### src/hdl/configurable_crc_engine_unit_assert.svh
// Assertion macros for the CRC engine.
`ifndef CONFIGURABLE_CRC_ENGINE_UNIT_ASSERT_SVH
`define CONFIGURABLE_CRC_ENGINE_UNIT_ASSERT_SVH

`ifndef SYNTHESIS
// Checked on every rising edge outside reset.
`define CCRC_ASSERT(lbl, prop, msg) \
  lbl: assert property (@(posedge clk_i) disable iff (!rst_ni) (prop)) else $error(msg);
// Checked on every rising edge, reset included.
`define CCRC_ASSERT_ALWAYS(lbl, prop, msg) \
  lbl: assert property (@(posedge clk_i) (prop)) else $error(msg);
`else
`define CCRC_ASSERT(lbl, prop, msg)
`define CCRC_ASSERT_ALWAYS(lbl, prop, msg)
`endif

`endif

### src/hdl/ccrc_pkg.sv
// Types, register indexes and constants shared by the CRC engine.
package ccrc_pkg;

  typedef enum logic [1:0] {
    WM_7  = 2'd0,
    WM_8  = 2'd1,
    WM_16 = 2'd2,
    WM_32 = 2'd3
  } width_mode_e;

  localparam int unsigned CfgIdxW = 3;

  localparam logic [CfgIdxW-1:0] REG_WIDTH_MODE = 3'd0;
  localparam logic [CfgIdxW-1:0] REG_POLYNOMIAL = 3'd1;
  localparam logic [CfgIdxW-1:0] REG_INIT_VALUE = 3'd2;
  localparam logic [CfgIdxW-1:0] REG_REFLECTED  = 3'd3;
  localparam logic [CfgIdxW-1:0] REG_XOR_OUT    = 3'd4;

  localparam logic [31:0] RST_POLYNOMIAL = 32'h04C1_1DB7;
  localparam logic [31:0] RST_INIT_VALUE = 32'hFFFF_FFFF;
  localparam logic [31:0] RST_XOR_OUT    = 32'hFFFF_FFFF;

  typedef struct packed {
    width_mode_e width_mode;
    logic [31:0] polynomial;
    logic [31:0] init_value;
    logic        reflected;
    logic [31:0] xor_out;
  } cfg_t;

  // Mask of the CRC bits for a width mode.
  function automatic logic [31:0] width_mask(width_mode_e mode);
    logic [31:0] m;
    case (mode)
      WM_7:    m = 32'h0000_007F;
      WM_8:    m = 32'h0000_00FF;
      WM_16:   m = 32'h0000_FFFF;
      default: m = 32'hFFFF_FFFF;
    endcase
    return m;
  endfunction

endpackage

### src/hdl/ccrc_regs.sv
// Configuration register file of the CRC engine.
module ccrc_regs import ccrc_pkg::*; (
  input  logic               clk_i,
  input  logic               rst_ni,
  input  logic               wr_en_i,
  input  logic [CfgIdxW-1:0] wr_index_i,
  input  logic [31:0]        wr_data_i,
  output cfg_t               cfg_o
);

  cfg_t cfg_q;
  cfg_t cfg_d;

  always_comb begin
    cfg_d = cfg_q;
    if (wr_en_i) begin
      unique case (wr_index_i)
        REG_WIDTH_MODE: cfg_d.width_mode = width_mode_e'(wr_data_i[1:0]);
        REG_POLYNOMIAL: cfg_d.polynomial = wr_data_i;
        REG_INIT_VALUE: cfg_d.init_value = wr_data_i;
        REG_REFLECTED:  cfg_d.reflected  = wr_data_i[0];
        REG_XOR_OUT:    cfg_d.xor_out    = wr_data_i;
        default: ;  // unmapped index: drop the write
      endcase
    end
  end

  always_ff @(posedge clk_i or negedge rst_ni) begin
    if (!rst_ni) begin
      cfg_q.width_mode <= WM_32;
      cfg_q.polynomial <= RST_POLYNOMIAL;
      cfg_q.init_value <= RST_INIT_VALUE;
      cfg_q.reflected  <= 1'b1;
      cfg_q.xor_out    <= RST_XOR_OUT;
    end else begin
      cfg_q <= cfg_d;
    end
  end

  assign cfg_o = cfg_q;

endmodule

### src/hdl/ccrc_core.sv
// Byte-wide CRC update: eight XOR-shift steps and the final result.
module ccrc_core import ccrc_pkg::*; (
  input  cfg_t        cfg_i,
  input  logic [31:0] crc_i,
  input  logic        in_msg_i,
  input  logic [7:0]  data_byte_i,
  output logic [31:0] crc_next_o,
  output logic [31:0] result_o
);

  function automatic logic [31:0] rev32(logic [31:0] v);
    logic [31:0] r;
    for (int i = 0; i < 32; i++) begin
      r[i] = v[31-i];
    end
    return r;
  endfunction

  logic [31:0] wmask;
  logic [31:0] poly_n;
  logic [31:0] poly_rev;
  logic [31:0] poly_msb;
  logic [31:0] emask;
  logic [4:0]  top_idx;
  logic [4:0]  byte_sh;
  logic        up;
  logic [31:0] init_m;
  logic [31:0] src;
  logic [31:0] reg_v;

  always_comb begin
    wmask  = width_mask(cfg_i.width_mode);
    poly_n = cfg_i.polynomial & wmask;
    init_m = cfg_i.init_value & wmask;

    poly_rev = rev32(poly_n);
    up       = 1'b0;
    top_idx  = 5'd31;
    byte_sh  = 5'd24;
    emask    = 32'hFFFF_FFFF;
    case (cfg_i.width_mode)
      WM_7: begin
        poly_rev = rev32(poly_n) >> 25;
        up       = 1'b1;
        top_idx  = 5'd7;
        byte_sh  = 5'd0;
        emask    = 32'h0000_00FF;
      end
      WM_8: begin
        poly_rev = rev32(poly_n) >> 24;
        top_idx  = 5'd7;
        byte_sh  = 5'd0;
        emask    = 32'h0000_00FF;
      end
      WM_16: begin
        poly_rev = rev32(poly_n) >> 16;
        top_idx  = 5'd15;
        byte_sh  = 5'd8;
        emask    = 32'h0000_FFFF;
      end
      WM_32: begin
        poly_rev = rev32(poly_n);
      end
      default: ;
    endcase
    // 7-bit CRC runs left-aligned in an 8-bit register
    poly_msb = poly_n << up;

    if (cfg_i.reflected) begin
      src   = in_msg_i ? crc_i : init_m;
      reg_v = src ^ {24'd0, data_byte_i};
      for (int i = 0; i < 8; i++) begin
        reg_v = (reg_v >> 1) ^ (reg_v[0] ? poly_rev : 32'd0);
      end
      crc_next_o = reg_v & wmask;
      result_o   = (crc_next_o ^ cfg_i.xor_out) & wmask;
    end else begin
      src   = in_msg_i ? crc_i : (init_m << up);
      reg_v = src ^ ({24'd0, data_byte_i} << byte_sh);
      for (int i = 0; i < 8; i++) begin
        reg_v = (reg_v << 1) ^ (reg_v[top_idx] ? poly_msb : 32'd0);
      end
      crc_next_o = reg_v & emask;
      result_o   = ((crc_next_o >> up) ^ cfg_i.xor_out) & wmask;
    end
  end

endmodule

### src/hdl/configurable_crc_engine_unit.sv
// Configurable byte-wise CRC engine (CRC-7, CRC-8, CRC-16, CRC-32): top level.
// Takes one message byte per cycle and keeps that rate indefinitely when the
// result side does not stall. A byte is registered on acceptance and then goes
// through the eight-step XOR-shift network into the CRC register. On a last
// byte the finished CRC enters the result register at that same edge. The
// combinational byte update through that network is what fixes the
// one-byte-per-cycle rate. Width, polynomial (normal form), init value, bit
// order and final XOR are set through the configuration port, which accepts a
// write every cycle; change them only between messages with no result pending.
module configurable_crc_engine_unit import ccrc_pkg::*; (
  input  logic               clk_i,
  input  logic               rst_ni,
  input  logic               cfg_valid_i,
  output logic               cfg_ready_o,
  input  logic [CfgIdxW-1:0] cfg_index_i,
  input  logic [31:0]        cfg_data_i,
  input  logic               in_valid_i,
  output logic               in_stall_o,
  input  logic [7:0]         data_byte_i,
  input  logic               last_byte_i,
  output logic               out_valid_o,
  input  logic               out_stall_i,
  output logic [31:0]        crc_result_o
);

`include "configurable_crc_engine_unit_assert.svh"

  cfg_t        cfg;
  logic        a_valid_q;
  logic [7:0]  a_byte_q;
  logic        a_last_q;
  logic [31:0] crc_q;
  logic        in_msg_q;
  logic        o_valid_q;
  logic [31:0] o_crc_q;
  logic [31:0] crc_next;
  logic [31:0] result;
  logic        out_free;
  logic        a_fire;
  logic        in_take;

  assign cfg_ready_o = 1'b1;

  ccrc_regs u_regs (
    .clk_i      (clk_i),
    .rst_ni     (rst_ni),
    .wr_en_i    (cfg_valid_i & cfg_ready_o),
    .wr_index_i (cfg_index_i),
    .wr_data_i  (cfg_data_i),
    .cfg_o      (cfg)
  );

  ccrc_core u_core (
    .cfg_i       (cfg),
    .crc_i       (crc_q),
    .in_msg_i    (in_msg_q),
    .data_byte_i (a_byte_q),
    .crc_next_o  (crc_next),
    .result_o    (result)
  );

  // a last word needs a free result slot; other words advance at once
  assign out_free   = !o_valid_q || !out_stall_i;
  assign a_fire     = a_valid_q && (!a_last_q || out_free);
  assign in_stall_o = a_valid_q && !a_fire;
  assign in_take    = in_valid_i && !in_stall_o;

  always_ff @(posedge clk_i or negedge rst_ni) begin
    if (!rst_ni) begin
      a_valid_q <= 1'b0;
    end else if (in_take) begin
      a_valid_q <= 1'b1;
    end else if (a_fire) begin
      a_valid_q <= 1'b0;
    end
  end

  always_ff @(posedge clk_i) begin
    if (in_take) begin
      a_byte_q <= data_byte_i;
      a_last_q <= last_byte_i;
    end
  end

  always_ff @(posedge clk_i or negedge rst_ni) begin
    if (!rst_ni) begin
      crc_q    <= 32'd0;
      in_msg_q <= 1'b0;
    end else if (a_fire) begin
      crc_q    <= crc_next;
      in_msg_q <= !a_last_q;
    end
  end

  always_ff @(posedge clk_i or negedge rst_ni) begin
    if (!rst_ni) begin
      o_valid_q <= 1'b0;
    end else if (a_fire && a_last_q) begin
      o_valid_q <= 1'b1;
    end else if (!out_stall_i) begin
      o_valid_q <= 1'b0;
    end
  end

  always_ff @(posedge clk_i) begin
    if (a_fire && a_last_q) begin
      o_crc_q <= result;
    end
  end

  assign out_valid_o  = o_valid_q;
  assign crc_result_o = o_crc_q;

  `CCRC_ASSERT(a_last_ends_msg, a_fire && a_last_q |=> o_valid_q && !in_msg_q, "last word did not close the message")
  `CCRC_ASSERT(a_mid_keeps_msg, a_fire && !a_last_q |=> in_msg_q, "middle word did not keep the message open")
  `CCRC_ASSERT(stall_needs_busy, in_stall_o |-> a_valid_q && a_last_q && o_valid_q && out_stall_i, "input stalled without a blocked last word")
  `CCRC_ASSERT(result_in_width, o_valid_q |-> (o_crc_q & ~width_mask(cfg.width_mode)) == 32'd0, "result bits set above the CRC width")
  `CCRC_ASSERT_ALWAYS(reset_no_result, !rst_ni |-> !out_valid_o, "result valid during reset")

endmodule
### config.mk
export PLATFORM = sky130hd
export DESIGN_NAME = configurable_crc_engine_unit
export DESIGN_NICKNAME = d
export VERILOG_FILES = /design/src/hdl/ccrc_pkg.sv /design/src/hdl/ccrc_regs.sv /design/src/hdl/ccrc_core.sv /design/src/hdl/configurable_crc_engine_unit.sv
export VERILOG_INCLUDE_DIRS = /design/src /design/src/hdl
export SDC_FILE = /design/constraint.sdc
export NUM_CORES = 1
export LEC_CHECK = 0
export BUFFER_PORTS_ARGS = -buffer_cell sky130_fd_sc_hd__buf_2
export CAP_MARGIN = 5
export CORE_ASPECT_RATIO = 1.25
export CORE_UTILIZATION = 29
export CTS_CLUSTER_SIZE = 25
export DETAILED_ROUTE_END_ITERATION = 10
export GPL_ROUTABILITY_DRIVEN = 0
export HOLD_SLACK_MARGIN = 0.03
export PLACE_DENSITY = 0.48
export SETUP_SLACK_MARGIN = 0.02
export SYNTH_ARGS = -nofsm -noshare
export SYNTH_HDL_FRONTEND = slang
export SYNTH_SLANG_ARGS = --single-unit
export TNS_END_PERCENT = 50
### constraint.sdc
create_clock -name clk_i -period 5.6 [get_ports clk_i]
set_input_delay 0.28 -clock clk_i [delete_from_list [all_inputs] [get_ports clk_i]]
set_output_delay 0.28 -clock clk_i [all_outputs]
set_load 0.005 [all_outputs]
==> results of run 1 <==
[kinds of logic (layout without fill, tap and decap cells)]
logic type	after synthesis	in the layout	share of synthesized area (%)
AND/OR/NAND/NOR	868	868	21.5
XOR/XNOR	491	491	25.3
AO/OA/AOI/OAI	359	359	14.0
buffers and inverters	197	610	4.41
flip-flops	175	175	25.9
multiplexers	138	138	8.91
other	1	2	0.0207
[state kept, by name, summed over array words and instances (netlist names)]
| register | cells |
|---|---|
| a_valid_q | 1 |
| a_last_q | 1 |
| out_valid_o | 1 |
| in_msg_q | 1 |
| crc_result_o | 32 |
| crc_q | 32 |
| a_byte_q | 8 |
| u_regs.cfg_o | 99 |
[layout make-up]
class / count / area [sq um]
fill: 6260 / 37100
clock inverter: 13 / 144
inverter: 29 / 109
timing repair buffer: 549 / 4290
antenna: 1 / 2.50
tap: 832 / 1040
multi-input combinational: 1857 / 14100
sequential: 175 / 4690
clock buffer: 19 / 433
[how the worst min path moves through the flow]
stage                  startpoint  cells past startpoint                            to  slack (ns)
floorplan                  rst_ni                      0         a_valid_q$_DFFE_PN0P_       -0.02
global placement           rst_ni                      1          crc_q[4]$_DFFE_PN0P_        0.43
detailed placement         rst_ni                      1          crc_q[4]$_DFFE_PN0P_        0.42
CTS                 cfg_data_i[2]                      3  u_regs.cfg_o[67]$_DFFE_PN1P_        0.03
global route        cfg_data_i[2]                      3  u_regs.cfg_o[67]$_DFFE_PN1P_        0.06
finish              cfg_data_i[2]                      3  u_regs.cfg_o[67]$_DFFE_PN1P_        0.05
[per-layer routing]
metal | track usage, % | vias up | share of wire [%]
li1 | - | 8375 | -
met2 | 44.5 | 801 | 47
met3 | 2.71 | 265 | 5.7
met5 | 0 | - | 0
met1 | 32.0 | 9101 | 39
met4 | 19.1 | 0 | 8.2
[stage by stage]
stage                     cell area, sq um  std cells  hold WS, ns
after floorplan                      18200       2229      -0.0156
after global placement               22100       3364        0.432
after detailed placement             22100       3364        0.417
after CTS                            24100       3454       0.0332
after global routing                 24800       3475       0.0635
final                                24800       3475       0.0456
[cell usage in the layout, fill, tap and decap left out, types with 10 or more instances in the layout]
cell type	instances
o21ai_0	53
mux2_2	89
xnor3_1	12
buf_4	398
nor2b_1	26
nand2_1	439
mux2i_1	28
o22ai_1	14
a31oi_1	17
o21ai_2	14
buf_6	40
clkbuf_16	18
xor2_1	69
dfrtp_1	52
inv_1	28
a31oi_4	10
nor2_1	156
xnor2_2	30
and3_1	30
and2_1	18
nand3_1	41
a22o_1	17
nor3_1	21
nand4_1	17
dfstp_2	81
a21boi_0	10
buf_2	81
a21oi_2	10
nand2b_1	23
edfxtp_1	41
o21ai_1	21
o211ai_1	19
xnor2_1	361
dlygate4sd3_1	14
a21oi_1	52
buf_12	11
[tightest hold or removal path, cell delays in order]
cell	delay, ns
buf_2	0.12
nand2_1	0.05
o21ai_0	0.07
[repair_timing]
action | CTS | global route
resized for setup | 207 | 99
setup buffers | 51 | 22
setup endpoints to repair | 64 | 64
pin swaps | 119 | 63
hold buffers | 14 | 0
hold endpoints to repair | 47 | 0
gates cloned | 0 | 1
==> flow_summary.ini, run 1 <==
[routing]
post-route-drc-count = 0
drtIter0Drc = 1711
viasPerCell = 5.34
wl_per_cell_um = 24.5
ant_nets = 0
firstDrtPassIters = 9
wl_mm = 85.0
vias = 18500

[yosys]
synth_edf_count = 41
ys_seq_area_share_pct = 25.9
ys_seq_elements = 175
synthFlopType = dfstp_2
syn-instance-count = 2229
yosysWarnings = 0
synth_commonest_cells = 449 x nand2_1, 393 x xnor2_1, 164 x nor2_1, 117 x clkbuf_1, 91 x mux2_2
synth_nets = 2278
synthTopCellsByArea = xnor2_1 19%, dfstp_2 12%, nand2_1 9.3%
netlist_area_sq_um = 18100
synthMostInstantiatedCell = nand2_1
synth.distinct_cells = 102
yosys.area.top_type = xnor2_1
async_reset_ff_share_pct = 76.6
yosys.area.top_type_share_pct = 19.0
postSynthAreaPerCell_sq_um = 8.13

[placed_design]
place_ws_ns = -1.25
placement.io_buffers = 82
dp_hpwl_mm = 62.8

[finish]
fin_util_pct = 40.0
drive_above_1_share_pct = 36.6
nets = 2678
syn2layout_area_growth_pct = 36.7

[die]
io_pins = 84
fp.dieH_um = 281
start_util_pct = 29.3
dieWidth_um = 226
rows = 102
dieArea_sq_um = 63500
core_area_sq_um = 61900

[worst_setup_path]
cp-endpoint = crc_result_o[24]$_DFFE_PP_
end_kind = register
crit_arrival_ns = 6.59
cp_max_fo = 8
slowest_delay_ns = 0.64
critPathRequiredTime_ns = 5.79
cp_top_family = compound AO/OA/AOI/OAI gates
reg2reg_depth = 25
crit_path_frequent_cell = buf_6
cp.depth = 25
r2r_start = u_regs.cfg_o[97]$_DFFE_PN1P_
cpMaxStageDelayCell = dfstp_2
r2r_end = crc_result_o[24]$_DFFE_PP_
critPathLaunchType = register
criticalPathCategory = reg2reg
cp_num_buf_inv = 5
r2r_setup_slack_ns = -0.79
crit_start = u_regs.cfg_o[97]$_DFFE_PN1P_

[global_route]
grt_pass1_wl_mm = 122
grt_pass1_vias = 18100
track_usage_pct = 26.7
grt_max_degree = 79
grt_overflow = 0
antenna_found_initial = 3

[timing]
rsz0062_at_grt = yes
fmax_mhz = 156
finalClockSkew_ns = 0.0196
final_max_slew_viol_count = 0
hold_violations = 0
setup_tns_ns = -35.61
finalSetupViolations = 64
setup_ws_ns = -0.792
fin_crit_sh_pct = 114
tightest_slew_ns = 1.11
max_slew_margin_pct = 25.6
layout_min_cycle_time_ns = 6.39

[flow_run]
cap_violations = 0

[clock_tree]
cts_tree = yes
cts_max_path_buffers = 2
h-tree-depth = 4
insertion_delay_ns = 0.48
clkTransAtPathRegs_ns = 0.08
numCtsBuffers = 17
cts.sinks = 175
root_buffer = clkbuf_16

[outcome]
violations = setup timing
status = finished with violations

[min_path]
hold_class = in2reg
Power of run 1 is left out: the tool's default activity adds up to more than one toggle a clock period on the data nets, which glitch-free logic cannot reach.
==> run 2: changes to the inputs <==
==> constraint.sdc (replaced) <==
create_clock -name clk_i -period 5.2 [get_ports clk_i]
set_input_delay 0.26 -clock clk_i [delete_from_list [all_inputs] [get_ports clk_i]]
set_output_delay 0.26 -clock clk_i [all_outputs]
set_load 0.005 [all_outputs]
==> flow_summary.ini, run 2 (synthesis gave the netlist of run 1 again) <==
[outcome]
status = finished with violations
violations = setup timing

[timing]
hold_ws_ns = 0.0511
hold_violations = 0
max_slew_margin_pct = 26.7
finalClockSkew_ns = 0.0237
rsz0062_at_grt = yes
finalSetupViolations = 64
setup_ws_ns = -1.16
final_max_slew_viol_count = 0
layout_min_cycle_time_ns = 6.36
fmax_mhz = 157
tightest_slew_ns = 1.10
fin_crit_sh_pct = 122

[min_path]
holdPathStages = 2
min-delay-start = cfg_data_i[16]
hold_class = in2reg
min_to = u_regs.cfg_o[16]$_DFFE_PN1P_

[routing]
ant_nets = 0
drtIter0Drc = 1507
post-route-drc-count = 0
wl_per_cell_um = 24.1
viasPerCell = 5.31
vias = 18700
wl_mm = 85.0
firstDrtPassIters = 5

[global_route]
grt_pass1_vias = 18100
grt_pass1_wl_mm = 122
grt_max_degree = 84
use_met2_pct = 45.3
track_usage_pct = 26.4
gr-usage-met1_pct = 30.7
globalRoute.busiestLayer = met2
use_met3_pct = 3.77
antenna_found_initial = 0
grt_overflow = 0

[die]
dieWidth_um = 226
rows = 102
fp.dieH_um = 281
start_util_pct = 29.3
io_pins = 84
dieArea_sq_um = 63500
core_area_sq_um = 61900

[finish]
diodes = 0
largest_register_ffs = 99
final_common_cell = nand2_1
syn2layout_area_growth_pct = 39.2
drive_above_1_share_pct = 37.8
layout_common_cells = 437 x nand2_1, 436 x buf_4, 359 x xnor2_1
nets = 2727
fillers = 6142

[clock_tree]
insertion_delay_ns = 0.49
h-tree-depth = 4
cts.sinks = 175
clkTransAtPathRegs_ns = 0.09
cts_max_path_buffers = 2
cts_tree = yes
root_buffer = clkbuf_16
numCtsBuffers = 17

[worst_setup_path]
criticalPathCategory = reg2reg
crit_path_frequent_cell = buf_4
slowest_delay_ns = 0.57
cpMaxStageDelayCell = dfstp_2
critPathRequiredTime_ns = 5.42
r2r_end = crc_result_o[22]$_DFFE_PP_
crit_arrival_ns = 6.57
r2r_start = u_regs.cfg_o[97]$_DFFE_PN1P_
r2r_setup_slack_ns = -1.16
end_kind = register
cp_num_buf_inv = 6
cp_top_family = compound AO/OA/AOI/OAI gates
cp_max_fo = 5
critPathLaunchType = register
reg2reg_depth = 26

[placed_design]
dp_hpwl_mm = 63.7
placement.io_buffers = 82

[flow_run]
cap_violations = 0
## run 2: layer usage
metal,wire length [um],vias to the layer above
li1,-,8458
met1,32500,9157
met2,41000,818
met3,5080,268
met4,6480,0
met5,0,-
## run 2: worst max-delay path by stage
stage	start	endpoint	depth (start not counted)
after floorplan	in_msg_q$_DFFE_PN0P_	crc_result_o[19]$_DFFE_PP_	23
after global placement	in_msg_q$_DFFE_PN0P_	crc_result_o[6]$_DFFE_PP_	25
after detailed placement	u_regs.cfg_o[98]$_DFFE_PN1P_	crc_result_o[6]$_DFFE_PP_	27
after CTS	in_msg_q$_DFFE_PN0P_	crc_result_o[6]$_DFFE_PP_	23
after global routing	in_msg_q$_DFFE_PN0P_	crc_result_o[6]$_DFFE_PP_	26
final	u_regs.cfg_o[97]$_DFFE_PN1P_	crc_result_o[22]$_DFFE_PP_	26
## run 2: through the flow
stage / worst slack, ns / util (%) / cells / setup TNS (ns) / area (sq um)
after floorplan: -0.562 / - / 2229 / -20.58 / 18300
final: -1.16 / 40.7 / 3523 / -59.29 / 25200
after global placement: -1.49 / 36.0 / 3387 / -69.64 / 22300
after detailed placement: -1.48 / 36.0 / 3387 / -70.36 / 22300
after global routing: -1.34 / 40.7 / 3523 / -70.74 / 25200
after CTS: -1.11 / 39.1 / 3472 / -56.30 / 24200
## run 2: timing repair
action                                  4_1_cts  5_1_grt
hold endpoints to repair                     54        0
cloned                                        2        2
setup buffers                                35       53
gates resized for setup                     159      143
pin swaps                                    84       96
hold buffers                                 19        0
endpoints found under the setup margin       64       64
## run 2: cell type report
class	instances	area, sq um	share of cell area (%)
multi-input cells	1857	14100	55.7
well taps	832	1040	4.13
clock buffers	17	425	1.69
clock inverters	15	169	0.670
repair buffers	598	4730	18.8
inverters	29	109	0.432
flip-flops and latches	175	4690	18.6
Power of run 2 is left out for the same reason.
